### config.mk
export PLATFORM = sky130hd
export DESIGN_NAME = motor_step_test_sequencer
export DESIGN_NICKNAME = d
export VERILOG_FILES = /design/src/design/mst_pkg.sv /design/src/design/motor_step_test_sequencer.sv /design/src/design/mst_step_div.sv
export SDC_FILE = /design/constraint.sdc
export NUM_CORES = 1
export LEC_CHECK = 0
export BUFFER_PORTS_ARGS = -buffer_cell sky130_fd_sc_hd__buf_2
export CORE_MARGIN = 4
export CORE_UTILIZATION = 51
export DETAILED_ROUTE_END_ITERATION = 12
export GPL_TIMING_DRIVEN = 0
export PLACE_DENSITY = 0.78
export SYNTH_ARGS = -nofsm -noshare
export SYNTH_HDL_FRONTEND = slang
export SYNTH_HIERARCHICAL = 1
export SYNTH_SLANG_ARGS = --single-unit
export TNS_END_PERCENT = 30
### constraint.sdc
create_clock -name i_clk -period 5.8 [get_ports i_clk]
set_input_delay 0.29 -clock i_clk [delete_from_list [all_inputs] [get_ports i_clk]]
set_output_delay 0.29 -clock i_clk [all_outputs]
set_load 0.02 [all_outputs]
### src/design/mst_pkg.sv
`timescale 1ns / 1ps
`default_nettype none

package mst_pkg;

    localparam int TIME_W     = 48;
    localparam int PERIOD_W   = 26;
    localparam int CMD_W      = 5;
    localparam int STEP_W     = 5;
    localparam int MOTOR_W    = 4;
    localparam int MODE_W     = 2;
    localparam int CFG_IDX_W  = 2;
    localparam int CFG_DATA_W = 26;
    localparam int LEVEL_IN_W = 6;

    localparam int MOTOR_SLOTS        = 12;
    localparam int STEP_COUNT_DEFAULT = 19;

    localparam logic [PERIOD_W-1:0] MIN_PERIOD_US = PERIOD_W'(100000);
    localparam logic [CMD_W-1:0]    CMD_BASE      = CMD_W'(2);
    localparam logic [CMD_W-1:0]    CMD_MAX       = CMD_W'(31);

    localparam logic [MODE_W-1:0] MODE_TIMED = 2'd1;
    localparam logic [MODE_W-1:0] MODE_EDGE  = 2'd2;

    localparam logic [CFG_IDX_W-1:0] CFG_TEST_MODE    = 2'd0;
    localparam logic [CFG_IDX_W-1:0] CFG_STEP_PERIOD  = 2'd1;
    localparam logic [CFG_IDX_W-1:0] CFG_MOTOR_NUMBER = 2'd2;
    localparam logic [CFG_IDX_W-1:0] CFG_MOTOR_COUNT  = 2'd3;

    localparam logic [MODE_W-1:0]   RST_TEST_MODE    = 2'd0;
    localparam logic [PERIOD_W-1:0] RST_STEP_PERIOD  = PERIOD_W'(1000000);
    localparam logic [MOTOR_W-1:0]  RST_MOTOR_NUMBER = 4'd1;
    localparam logic [MOTOR_W-1:0]  RST_MOTOR_COUNT  = 4'd4;

    typedef struct packed {
        logic [TIME_W-1:0] time_us;
        logic              manual_nav_mode;
        logic              armed;
        logic              rc_valid;
        logic              aux1_on;
        logic              aux2_on;
        logic              lockdown;
    } t_in_item;

    typedef struct packed {
        logic [CMD_W-1:0]   step_command;
        logic               override_active;
        logic               force_stop;
        logic               all_zero_latched;
        logic [MOTOR_W-1:0] motor_index;
        logic               running;
    } t_out_item;

    // Command level for step k, saturating at the largest code.
    function automatic logic [CMD_W-1:0] level_of(input logic [LEVEL_IN_W-1:0] k);
        logic [LEVEL_IN_W:0] sum;
        sum = (LEVEL_IN_W+1)'(CMD_BASE) + (LEVEL_IN_W+1)'(k);
        if (sum > (LEVEL_IN_W+1)'(CMD_MAX)) begin
            return CMD_MAX;
        end
        return sum[CMD_W-1:0];
    endfunction

endpackage

`default_nettype wire

### src/design/motor_step_test_sequencer.sv
`timescale 1ns / 1ps
`default_nettype none

// Channel   Direction  Handshake                  Payload
// in        input      i_in_valid / o_in_stall    i_in_data  (t_in_item)
// out       output     o_out_valid / i_out_stall  o_out_data (t_out_item)
// cfg       input      i_cfg_we                   i_cfg_index, i_cfg_data
//
// An accepted transaction passes S_LOAD, which starts the repeated-subtraction
// step divider, then waits in S_CALC for the divider and a free output slot.
// A new transaction is accepted only while the sequencer is idle.
// Synchronous active-low reset clears the sequencer state, configuration and output valid flag;
// the r_in and r_out data registers are not reset. A result waits in the output register while
// the output is stalled; the next transaction may be accepted meanwhile but is not finished until it is taken.

module motor_step_test_sequencer
    import mst_pkg::*;
#(
    parameter int STEP_COUNT = STEP_COUNT_DEFAULT
) (
    input  wire logic                  i_clk,
    input  wire logic                  i_rst_n,
    input  wire logic                  i_in_valid,
    output logic                       o_in_stall,
    input  wire t_in_item              i_in_data,
    output logic                       o_out_valid,
    input  wire logic                  i_out_stall,
    output t_out_item                  o_out_data,
    input  wire logic                  i_cfg_we,
    input  wire logic [CFG_IDX_W-1:0]  i_cfg_index,
    input  wire logic [CFG_DATA_W-1:0] i_cfg_data
);

    localparam int QUOT_W = $clog2(STEP_COUNT + 1);
    localparam logic [QUOT_W-1:0] QUOT_LIMIT = QUOT_W'(STEP_COUNT);
    localparam logic [STEP_W-1:0] LAST_STEP  = STEP_W'(STEP_COUNT - 1);

    typedef enum logic [1:0] {
        S_IDLE,
        S_LOAD,
        S_CALC
    } t_state;

    t_state r_state, n_state;

    logic [MODE_W-1:0]   r_test_mode, n_test_mode;
    logic [PERIOD_W-1:0] r_period, n_period;
    logic [MOTOR_W-1:0]  r_motor_number, n_motor_number;
    logic [MOTOR_W-1:0]  r_motor_count, n_motor_count;

    logic              r_seq_running, n_seq_running;
    logic [TIME_W-1:0] r_start, n_start;
    logic [STEP_W-1:0] r_step, n_step;
    logic              r_prev_aux2, n_prev_aux2;
    logic              r_prev_known, n_prev_known;
    logic              r_completed, n_completed;
    logic [CMD_W-1:0]  r_cmd, n_cmd;

    t_in_item  r_in, n_in;
    logic      r_out_valid, n_out_valid;
    t_out_item r_out, n_out;

    logic                div_start;
    logic                div_busy;
    logic [QUOT_W-1:0]   div_quot;
    logic [PERIOD_W-1:0] period_sat;
    logic [TIME_W-1:0]   eff_start;
    logic [TIME_W-1:0]   elapsed;

    logic              motor_mode, aux_active, gate, slot_free;
    logic [MOTOR_W-1:0] test_motor;
    logic [MOTOR_W-1:0] count_eff;
    logic              u_seq_running, u_prev_aux2, u_prev_known, u_completed;
    logic [TIME_W-1:0] u_start;
    logic [STEP_W-1:0] u_step;
    logic [CMD_W-1:0]  u_cmd;
    t_out_item         u_out;

    mst_step_div #(
        .STEP_COUNT (STEP_COUNT),
        .QUOT_W     (QUOT_W)
    ) u_div (
        .i_clk      (i_clk),
        .i_rst_n    (i_rst_n),
        .i_start    (div_start),
        .i_dividend (elapsed),
        .i_divisor  (period_sat),
        .o_busy     (div_busy),
        .o_quot     (div_quot)
    );

    assign period_sat = (r_period < MIN_PERIOD_US) ? MIN_PERIOD_US : r_period;
    assign eff_start  = (r_start == '0) ? r_in.time_us : r_start;
    assign elapsed    = r_in.time_us - eff_start;

    // Sequencer update for the held transaction.
    always_comb begin
        motor_mode = (r_test_mode == MODE_TIMED) || (r_test_mode == MODE_EDGE);
        aux_active = r_in.rc_valid && r_in.aux1_on;
        gate       = r_in.manual_nav_mode && aux_active && r_in.armed && motor_mode
                     && !r_in.lockdown;
        test_motor = (r_motor_number != '0) ? r_motor_number - MOTOR_W'(1) : '0;
        count_eff  = ({1'b0, r_motor_count} > (MOTOR_W+1)'(MOTOR_SLOTS)) ? '0
                     : r_motor_count;

        u_seq_running = r_seq_running;
        u_start       = r_start;
        u_step        = r_step;
        u_prev_aux2   = r_prev_aux2;
        u_prev_known  = r_prev_known;
        u_completed   = r_completed;
        u_cmd         = r_cmd;

        if (!gate || r_completed) begin
            u_cmd = '0;
        end else if (!r_seq_running) begin
            u_seq_running = 1'b1;
            u_start       = r_in.time_us;
            u_cmd         = CMD_BASE;
            u_step        = '0;
            if (r_test_mode == MODE_EDGE) begin
                u_prev_aux2  = r_in.aux2_on;
                u_prev_known = 1'b1;
            end
        end else if (r_test_mode == MODE_TIMED) begin
            u_start = eff_start;
            if (div_quot != QUOT_LIMIT) begin
                u_cmd = level_of(LEVEL_IN_W'(div_quot));
            end else begin
                u_completed   = 1'b1;
                u_seq_running = 1'b0;
                u_start       = '0;
                u_cmd         = '0;
            end
        end else begin
            if (r_prev_known && !r_prev_aux2 && r_in.aux2_on && (r_step < LAST_STEP)) begin
                u_step = r_step + STEP_W'(1);
            end
            u_prev_aux2  = r_in.aux2_on;
            u_prev_known = 1'b1;
            u_cmd        = level_of(LEVEL_IN_W'(u_step));
            if (u_step == LAST_STEP) begin
                u_completed   = 1'b1;
                u_seq_running = 1'b0;
                u_start       = '0;
                u_cmd         = '0;
            end
        end

        u_out.step_command     = u_cmd;
        u_out.running          = gate && u_seq_running;
        u_out.override_active  = gate && u_seq_running && (test_motor < count_eff);
        u_out.force_stop       = r_in.manual_nav_mode && motor_mode && aux_active
                                 && (r_in.lockdown || !r_in.armed);
        u_out.all_zero_latched = u_completed && motor_mode;
        u_out.motor_index      = test_motor;
    end

    always_comb begin
        n_state        = r_state;
        n_test_mode    = r_test_mode;
        n_period       = r_period;
        n_motor_number = r_motor_number;
        n_motor_count  = r_motor_count;
        n_seq_running  = r_seq_running;
        n_start        = r_start;
        n_step         = r_step;
        n_prev_aux2    = r_prev_aux2;
        n_prev_known   = r_prev_known;
        n_completed    = r_completed;
        n_cmd          = r_cmd;
        n_in           = r_in;
        n_out          = r_out;
        n_out_valid    = r_out_valid;
        div_start      = 1'b0;
        slot_free      = !r_out_valid || !i_out_stall;

        if (r_out_valid && !i_out_stall) begin
            n_out_valid = 1'b0;
        end

        if (i_cfg_we) begin
            unique case (i_cfg_index)
                CFG_TEST_MODE:    n_test_mode    = i_cfg_data[MODE_W-1:0];
                CFG_STEP_PERIOD:  n_period       = i_cfg_data[PERIOD_W-1:0];
                CFG_MOTOR_NUMBER: n_motor_number = i_cfg_data[MOTOR_W-1:0];
                CFG_MOTOR_COUNT:  n_motor_count  = i_cfg_data[MOTOR_W-1:0];
                default:          n_test_mode    = r_test_mode;
            endcase
        end

        unique case (r_state)
            S_IDLE: begin
                if (i_in_valid) begin
                    n_in    = i_in_data;
                    n_state = S_LOAD;
                end
            end
            S_LOAD: begin
                div_start = 1'b1;
                n_state   = S_CALC;
            end
            S_CALC: begin
                if (!div_busy && slot_free) begin
                    n_seq_running = u_seq_running;
                    n_start       = u_start;
                    n_step        = u_step;
                    n_prev_aux2   = u_prev_aux2;
                    n_prev_known  = u_prev_known;
                    n_completed   = u_completed;
                    n_cmd         = u_cmd;
                    n_out         = u_out;
                    n_out_valid   = 1'b1;
                    n_state       = S_IDLE;
                end
            end
            default: n_state = S_IDLE;
        endcase
    end

    always_ff @(posedge i_clk) begin
        if (!i_rst_n) begin
            r_state        <= S_IDLE;
            r_test_mode    <= RST_TEST_MODE;
            r_period       <= RST_STEP_PERIOD;
            r_motor_number <= RST_MOTOR_NUMBER;
            r_motor_count  <= RST_MOTOR_COUNT;
            r_seq_running  <= 1'b0;
            r_start        <= '0;
            r_step         <= '0;
            r_prev_aux2    <= 1'b0;
            r_prev_known   <= 1'b0;
            r_completed    <= 1'b0;
            r_cmd          <= '0;
            r_out_valid    <= 1'b0;
        end else begin
            r_state        <= n_state;
            r_test_mode    <= n_test_mode;
            r_period       <= n_period;
            r_motor_number <= n_motor_number;
            r_motor_count  <= n_motor_count;
            r_seq_running  <= n_seq_running;
            r_start        <= n_start;
            r_step         <= n_step;
            r_prev_aux2    <= n_prev_aux2;
            r_prev_known   <= n_prev_known;
            r_completed    <= n_completed;
            r_cmd          <= n_cmd;
            r_out_valid    <= n_out_valid;
        end
        r_in  <= n_in;
        r_out <= n_out;
    end

    assign o_in_stall  = (r_state != S_IDLE);
    assign o_out_valid = r_out_valid;
    assign o_out_data  = r_out;

`ifndef NO_ASSERTIONS
    a_latched_zero: assert property (@(posedge i_clk) disable iff (!i_rst_n)
        (o_out_valid && o_out_data.all_zero_latched) |-> (o_out_data.step_command == '0))
        else $error("latched result carries a nonzero command");

    a_override_running: assert property (@(posedge i_clk) disable iff (!i_rst_n)
        (o_out_valid && o_out_data.override_active) |-> o_out_data.running)
        else $error("override without a running sequence");

    a_running_cmd: assert property (@(posedge i_clk) disable iff (!i_rst_n)
        (o_out_valid && o_out_data.running) |-> (o_out_data.step_command >= CMD_BASE))
        else $error("running sequence with command below the first level");

    a_completed_sticky: assert property (@(posedge i_clk) disable iff (!i_rst_n)
        r_completed |=> r_completed)
        else $error("completion latch cleared without reset");

    a_commit_idle_div: assert property (@(posedge i_clk) disable iff (!i_rst_n)
        ($rose(o_out_valid)) |-> ($past(r_state) == S_CALC && !$past(div_busy)))
        else $error("result issued while the divider was busy");
`endif

endmodule

`default_nettype wire

### src/design/mst_step_div.sv
`timescale 1ns / 1ps
`default_nettype none

module mst_step_div
    import mst_pkg::*;
#(
    parameter int STEP_COUNT = STEP_COUNT_DEFAULT,
    parameter int QUOT_W     = $clog2(STEP_COUNT + 1)
) (
    input  wire logic                i_clk,
    input  wire logic                i_rst_n,
    input  wire logic                i_start,
    input  wire logic [TIME_W-1:0]   i_dividend,
    input  wire logic [PERIOD_W-1:0] i_divisor,
    output logic                     o_busy,
    output logic [QUOT_W-1:0]        o_quot
);

    // Repeated subtraction with one shared subtractor. The quotient stops at
    // STEP_COUNT, which stands for any step at or past the end of the run.
    localparam logic [QUOT_W-1:0] QUOT_LIMIT = QUOT_W'(STEP_COUNT);

    logic              r_busy, n_busy;
    logic [TIME_W-1:0] r_rem, n_rem;
    logic [PERIOD_W-1:0] r_div, n_div;
    logic [QUOT_W-1:0] r_quot, n_quot;
    logic [TIME_W-1:0] div_ext;
    logic              can_sub;

    always_comb begin
        div_ext = TIME_W'(r_div);
        can_sub = (r_rem >= div_ext) && (r_quot != QUOT_LIMIT);
        n_busy  = r_busy;
        n_rem   = r_rem;
        n_div   = r_div;
        n_quot  = r_quot;
        if (i_start) begin
            n_busy = 1'b1;
            n_rem  = i_dividend;
            n_div  = i_divisor;
            n_quot = '0;
        end else if (r_busy) begin
            if (can_sub) begin
                n_rem  = r_rem - div_ext;
                n_quot = r_quot + QUOT_W'(1);
            end else begin
                n_busy = 1'b0;
            end
        end
    end

    always_ff @(posedge i_clk) begin
        if (!i_rst_n) begin
            r_busy <= 1'b0;
            r_quot <= '0;
        end else begin
            r_busy <= n_busy;
            r_quot <= n_quot;
        end
        r_rem <= n_rem;
        r_div <= n_div;
    end

    assign o_busy = r_busy;
    assign o_quot = r_quot;

endmodule

`default_nettype wire
# ---- Word-level counts from Yosys, hierarchy flattened
# Cells that the tools add are included.
dict set report totals {
  mem_bits_ro 0
  latch_bits 0
  mem_bits_rw 0
  regBits 243
  mem_count 0
}
dict set report classes {
  n_bitwise 3
  magnitude_cmp 7
  eq_ne 13
  n_reduce_logical 50
  addsub 7
  div_mod_pow 0
  mux 59
  shift 0
  n_mul 0
}
# operator n
set op_table {}
lappend op_table {{$mux 48} 8}
lappend op_table {{$mux 5} 13}
lappend op_table {{$ge 48x26->1} 1}
lappend op_table {{$logic_not 48->1} 1}
lappend op_table {{$sub 48x26->48} 1}
lappend op_table {{$sub 48x48->48} 1}
lappend op_table {{$mux 1} 32}
lappend op_table {{$lt 26x17->1 const B} 1}
lappend op_table {{$reduce_and 2->1} 9}
lappend op_table {{$logic_and 1x1->1} 17}
lappend op_table {{$add 2x5->6 const A} 2}
lappend op_table {{$gt 6x5->1 const B} 2}
lappend op_table {{$add 5x1->5 const B} 2}
lappend op_table {{$eq 2x2->1 const B} 4}
lappend op_table {{$mux 4} 2}
lappend op_table {{$reduce_and 4->1} 2}
lappend op_table {{$reduce_bool 2->1} 4}
lappend op_table {{$logic_not 1->1} 7}
lappend op_table {{$eq 2x1->1 const B} 3}
lappend op_table {{$mux 2} 3}
lappend op_table {{$ne 2x2->1 const B} 3}
lappend op_table {{$pmux 2 s3} 1}
lappend op_table {{$eq 5x5->1 const B} 1}
lappend op_table {{$lt 5x5->1 const B} 1}
lappend op_table {{11 further kinds} 18}

# ---- Logic depth before layout (Yosys ltp)
dict set report logic_depth {
  word_depth 18
  mapped_depth 19
}

# ---- Hierarchy
# Netlist, hierarchy kept.
# module area_per_inst_um2 cells_each n_inst
set modules_own_cells {}
lappend modules_own_cells {motor_step_test_sequencer 9387.8 1031 1}
lappend modules_own_cells {mst_step_div 5482.8 591 1}

# ---- Worst setup path after synthesis
# No wires, ideal clock.
dict set report synth_timing {
  path_kind {register to register}
  startpoint {reg r_start[41]}
  endpoint {reg u_div.r_rem[45] (data pin)}
  setup_time_ps 262
  arrival_ps 4108
  t_required_ps 5538
  synth_period_minus_slack_ps 4370
  path_stages_with_launch 19
  setup_slack_ps 1430
  cell_sequence {dfxtp_1 > nor4_1 > nand4_1 > nor3_1 > clkbuf_1 > clkbuf_1 > a21oi_1 > ha_1 > clkbuf_1 > nand2_1 > o21a_1 > a2bb2oi_1 > or4_1 > o211a_1 > o21bai_1 > mux2_2 > nand4b_1 > nand2_1 > nand3_1}
}
dict set report synth_between {
  elab_chain_len 4
}
# item line_no
set synth_lines {}
lappend synth_lines {{start, declared} motor_step_test_sequencer.sv:52} ;# logic [TIME_W-1:0] r_start, n_start;
lappend synth_lines {{start signal, assigned} motor_step_test_sequencer.sv:243} ;# r_start <= n_start;
lappend synth_lines {{$logic_not 48->1} motor_step_test_sequencer.sv:93} ;# assign eff_start = (r_start == '0) ? r_in.time_us : r_start;
lappend synth_lines {{$mux 48 (*)} motor_step_test_sequencer.sv:93}
lappend synth_lines {{$sub 48x48->48 (*)} motor_step_test_sequencer.sv:94} ;# assign elapsed = r_in.time_us - eff_start;
lappend synth_lines {{net elapsed[45]} motor_step_test_sequencer.sv:68} ;# logic [TIME_W-1:0] elapsed;
lappend synth_lines {{$mux 48 (*)} mst_step_div.sv:37} ;# if (i_start) begin
lappend synth_lines {{net u_div.n_rem[45]} mst_step_div.sv:24} ;# logic [TIME_W-1:0] r_rem, n_rem;
lappend synth_lines {{end signal, assigned} mst_step_div.sv:60} ;# r_rem <= n_rem;
lappend synth_lines {{end, declared} mst_step_div.sv:24}
# The timed path passes the listed nets; every way through them passes the cells marked *.
# A chain may end at the register's enable or synchronous reset.

# ---- Worst setup path after layout
dict set report layout_timing {
  startpoint {reg r_start[44]}
  endpoint {reg u_div.r_rem[41] (data pin)}
}
dict set report layout_between {
  elab_chain_len 4
}
# item line_no
set layout_lines {}
lappend layout_lines {{$logic_not 48->1} motor_step_test_sequencer.sv:93}
lappend layout_lines {{$mux 48} motor_step_test_sequencer.sv:93}
lappend layout_lines {{$sub 48x48->48} motor_step_test_sequencer.sv:94}
lappend layout_lines {{net elapsed[41]} motor_step_test_sequencer.sv:68}
lappend layout_lines {{$mux 48} mst_step_div.sv:37}
lappend layout_lines {{net u_div.n_rem[41]} mst_step_div.sv:24}
# The timed path passes the listed nets, and every way through them passes these cells.

==> reports/metrics.cfg <==
[global_route]
grt_max_degree = 38
met3_usage_pct = 2.38
gr-max-usage-layer = met2
grtUsageMet1_pct = 32.6
grt-ovfl-total = 0
antenna_found_initial = 0
grt_pass1_vias = 12700
grtUsageTotal_pct = 24.6
gr-usage-met2_pct = 42.7
grt_pass1_wl_mm = 64.0

[synthesis]
synth-edff-count = 141
yosysWarningCount = 6
ys_types = 86
seq_area_frac_synth_pct = 42.2
synth-seq-cells = 243
synth_nets = 1793
synth-main-ff-cell = edfxtp_1
synth.avg_cell_area_um2 = 9.17
synthArstFlopShare_pct = 0
netlist_area_um2 = 14900
syn_inst = 1622

[floorplan]
io_pins = 102
core_region_area_um2 = 28700
die_w_um = 179
initial_core_util_pct = 51.8
die_y_um = 179
dieArea_um2 = 32000
rows = 62

[cells_and_area]
final_cell_mix = nand2_1 (188), a21oi_1 (156), edfxtp_1 (141)
antenna_cells = 0
finalNonFillerCells = 2223
fillers = 2448
finish.net_count = 1991
drive_gt1_share_pct = 10.8
synthToLayoutAreaGrowth_pct = 17.7
final_common_cell = nand2_1

[timing]
maxSlewHeadroom_pct = 36.9
worst-slew-pin-transition_ns = 0.945
rsz0062_at_grt = false
finalCritPeriodShare_pct = 94.4
skew_ns = 0.0101
layout_min_cycle_time_ns = 5.47
clock.fmax_ghz = 0.183
setup_viol = 0
hold_viol_final = 0
finalWorstSetupSlack_ns = 0.327
finalMaxSlewViolations = 0

[critical_path]
rr_worst_depth = 19
cp_max_fo = 10
cp_slowest_stage_delay_ns = 0.52
crit_slowest_cell = nor4_1
critical_path_arrival_ns = 5.75
critPathCaptureType = flop
crit_type = reg2reg
crit_required_ns = 6.07
crit_top_cell = a21oi_1
path_cells = nor4_1 -> nand4_1 -> nor3_4 -> clkbuf_2 -> clkbuf_1 -> a21oi_1 -> ha_1 -> clkbuf_1 -> nand2_1 -> o21a_1 -> a2bb2oi_1 -> or4_1 -> o211a_1 -> o31ai_1 -> a21oi_1 -> xnor2_1 -> a22o_1 -> a21oi_1 -> nand3_1
setup.worst_path.start_class = flop

[routing]
drc_errors = 0
wl_per_cell_um = 18.2
drtPass1Iterations = 7
vias_per_cell = 5.97
first_iter_violations = 1148
vias = 13300
ant_nets = 0
routed_wirelength_mm = 40.4

[run_status]
status = complete, no violations

[place]
dpl.hpwl_mm = 29.5
portBuffers = 101
pre_cts_slack_ns = -0.235
dp.cells = 2109
gp_congestion = 0.968

[clocking]
cts.path.max_buffers = 3
cts-root-buf = clkbuf_16
cts_buffers = 27
post_cts_buffers = 0
cts.clk_slew.worst_paths_ns = 0.06
cts_tree = yes
clock_latency_ns = 0.54
htreeDepth = 1
clock_sinks = 243

[power]
ir_worst_vdd_mv = 0.265
powerDensity_nw_per_um2 = 283
p_leak_nw = 6.68

[run]
cap_violations = 0

[min_path]
min_path_cells = 3
hold_path.class = in2reg

[cell type report]
type                    count  area, um2  area share, %
repair buffers            169       1210           6.89
clock inverters            17        168          0.958
well taps                 384        480           2.74
multi-input cells        1229       8060           46.1
inverters                  64        240           1.37
plain buffers              86        350           2.00
flip-flops and latches    243       6280           35.9
clock buffers              31        722           4.12
[metal layers]
layer	vias up	wire (um)
li1	6375	-
met1	6378	16900
met2	452	19700
met3	69	2560
met4	0	1160
met5	-	0
[logic make-up after synthesis]
family,count (synthesis),synth area share (%)
and+or+nand+nor,546,18.8
AOI/OAI and AO/OA,504,22.0
DFF,243,42.2
buffers and inverters,150,3.96
adders and majority gates,84,7.17
xor gates and xnor gates,74,4.36
muxes,21,1.45
[stage by stage]
stage | hold WS [ns] | setup TNS [ns] | instance area (um2) | total power (W) | util, %
after floorplan | 0.389 | 0 | 14900 | 0.00288 | -
after CTS | 0.00170 | 0 | 17500 | 0.00495 | 60.9
after global routing | 0.0129 | 0 | 17500 | 0.00516 | 61.0
after global placement | 0.452 | -17.44 | 15900 | 0.00316 | 55.2
final | 0.0158 | 0 | 17500 | 0.00495 | 61.0
after detailed placement | 0.463 | -1.26 | 15900 | 0.00318 | 55.4
[power breakdown]
group | switching (W) | internal (W) | total, W
Combinational | 0.000712 | 0.000476 | 0.00119
Clock | 0.000707 | 0.00102 | 0.00173
Sequential | 0.0000681 | 0.00196 | 0.00203
Total | 0.00149 | 0.00346 | 0.00495
[synthesized netlist by cell type, types with 4 or more instances]
master / instances / area, um2
nor4_1: 26 / 163
a21oi_1: 156 / 781
a31oi_1: 17 / 106
and3b_1: 5 / 43.8
xor2_1: 27 / 236
nor3_1: 21 / 105
ha_1: 82 / 1030
or4_1: 7 / 52.6
xnor2_1: 47 / 412
nor3b_1: 5 / 37.5
clkbuf_1: 72 / 270
dfxtp_1: 102 / 2040
o21ai_1: 5 / 25.0
nand2_1: 188 / 706
o21ai_0: 88 / 440
and2_1: 5 / 31.3
mux2_2: 4 / 45.0
o21bai_1: 13 / 97.6
a22oi_1: 55 / 413
nand2b_1: 14 / 87.6
and3_1: 10 / 62.6
buf_2: 8 / 40.0
or2_2: 6 / 37.5
nand3b_1: 10 / 75.1
o211ai_1: 23 / 173
nor2_1: 64 / 240
a21boi_0: 22 / 165
o21a_1: 22 / 165
a211oi_1: 8 / 60.1
edfxtp_1: 141 / 4230
nand3_1: 41 / 205
a21o_1: 28 / 210
o31ai_1: 15 / 113
mux2i_1: 17 / 170
or3_1: 6 / 37.5
nand4_1: 28 / 175
inv_1: 64 / 240
nor2b_1: 95 / 594
[state kept, by name (all words and copies together), names as in the netlist, 2 cells and up]
register	flops
u_div/r_rem	48
o_out_data	13
r_motor_count	4
r_state	2
r_in	54
r_start	48
r_step	5
r_test_mode	2
u_div/r_div	26
r_motor_number	4
r_period	26
u_div/o_quot	5
[worst max-delay path: cells and delay by family (launching register included)]
family	cells	cell delay (ns)
fa+ha+maj	1	0.28
buf+inv	3	1.02
compound gates	8	1.52
simple gates	6	1.82
xor+xnor	1	0.19
flops	1	0.35
[repair_timing]
action,4_1_cts,5_1_grt
endpoints found under the setup margin,10,11
resized for setup,2,5
hold buffers,66,0
hold endpoints to repair,66,0
pin swaps,0,0
[worst paths after layout]
check                          to  slack (ns)     startpoint
hold reg to reg       r_period[0]        0.47    r_period[0]
setup / recovery  u_div/r_rem[41]        0.33    r_start[44]
hold / removal        r_period[7]        0.02  i_cfg_data[7]
setup reg to reg  u_div/r_rem[41]        0.33    r_start[44]
No activity file was read; power rests on OpenSTA's default activity.
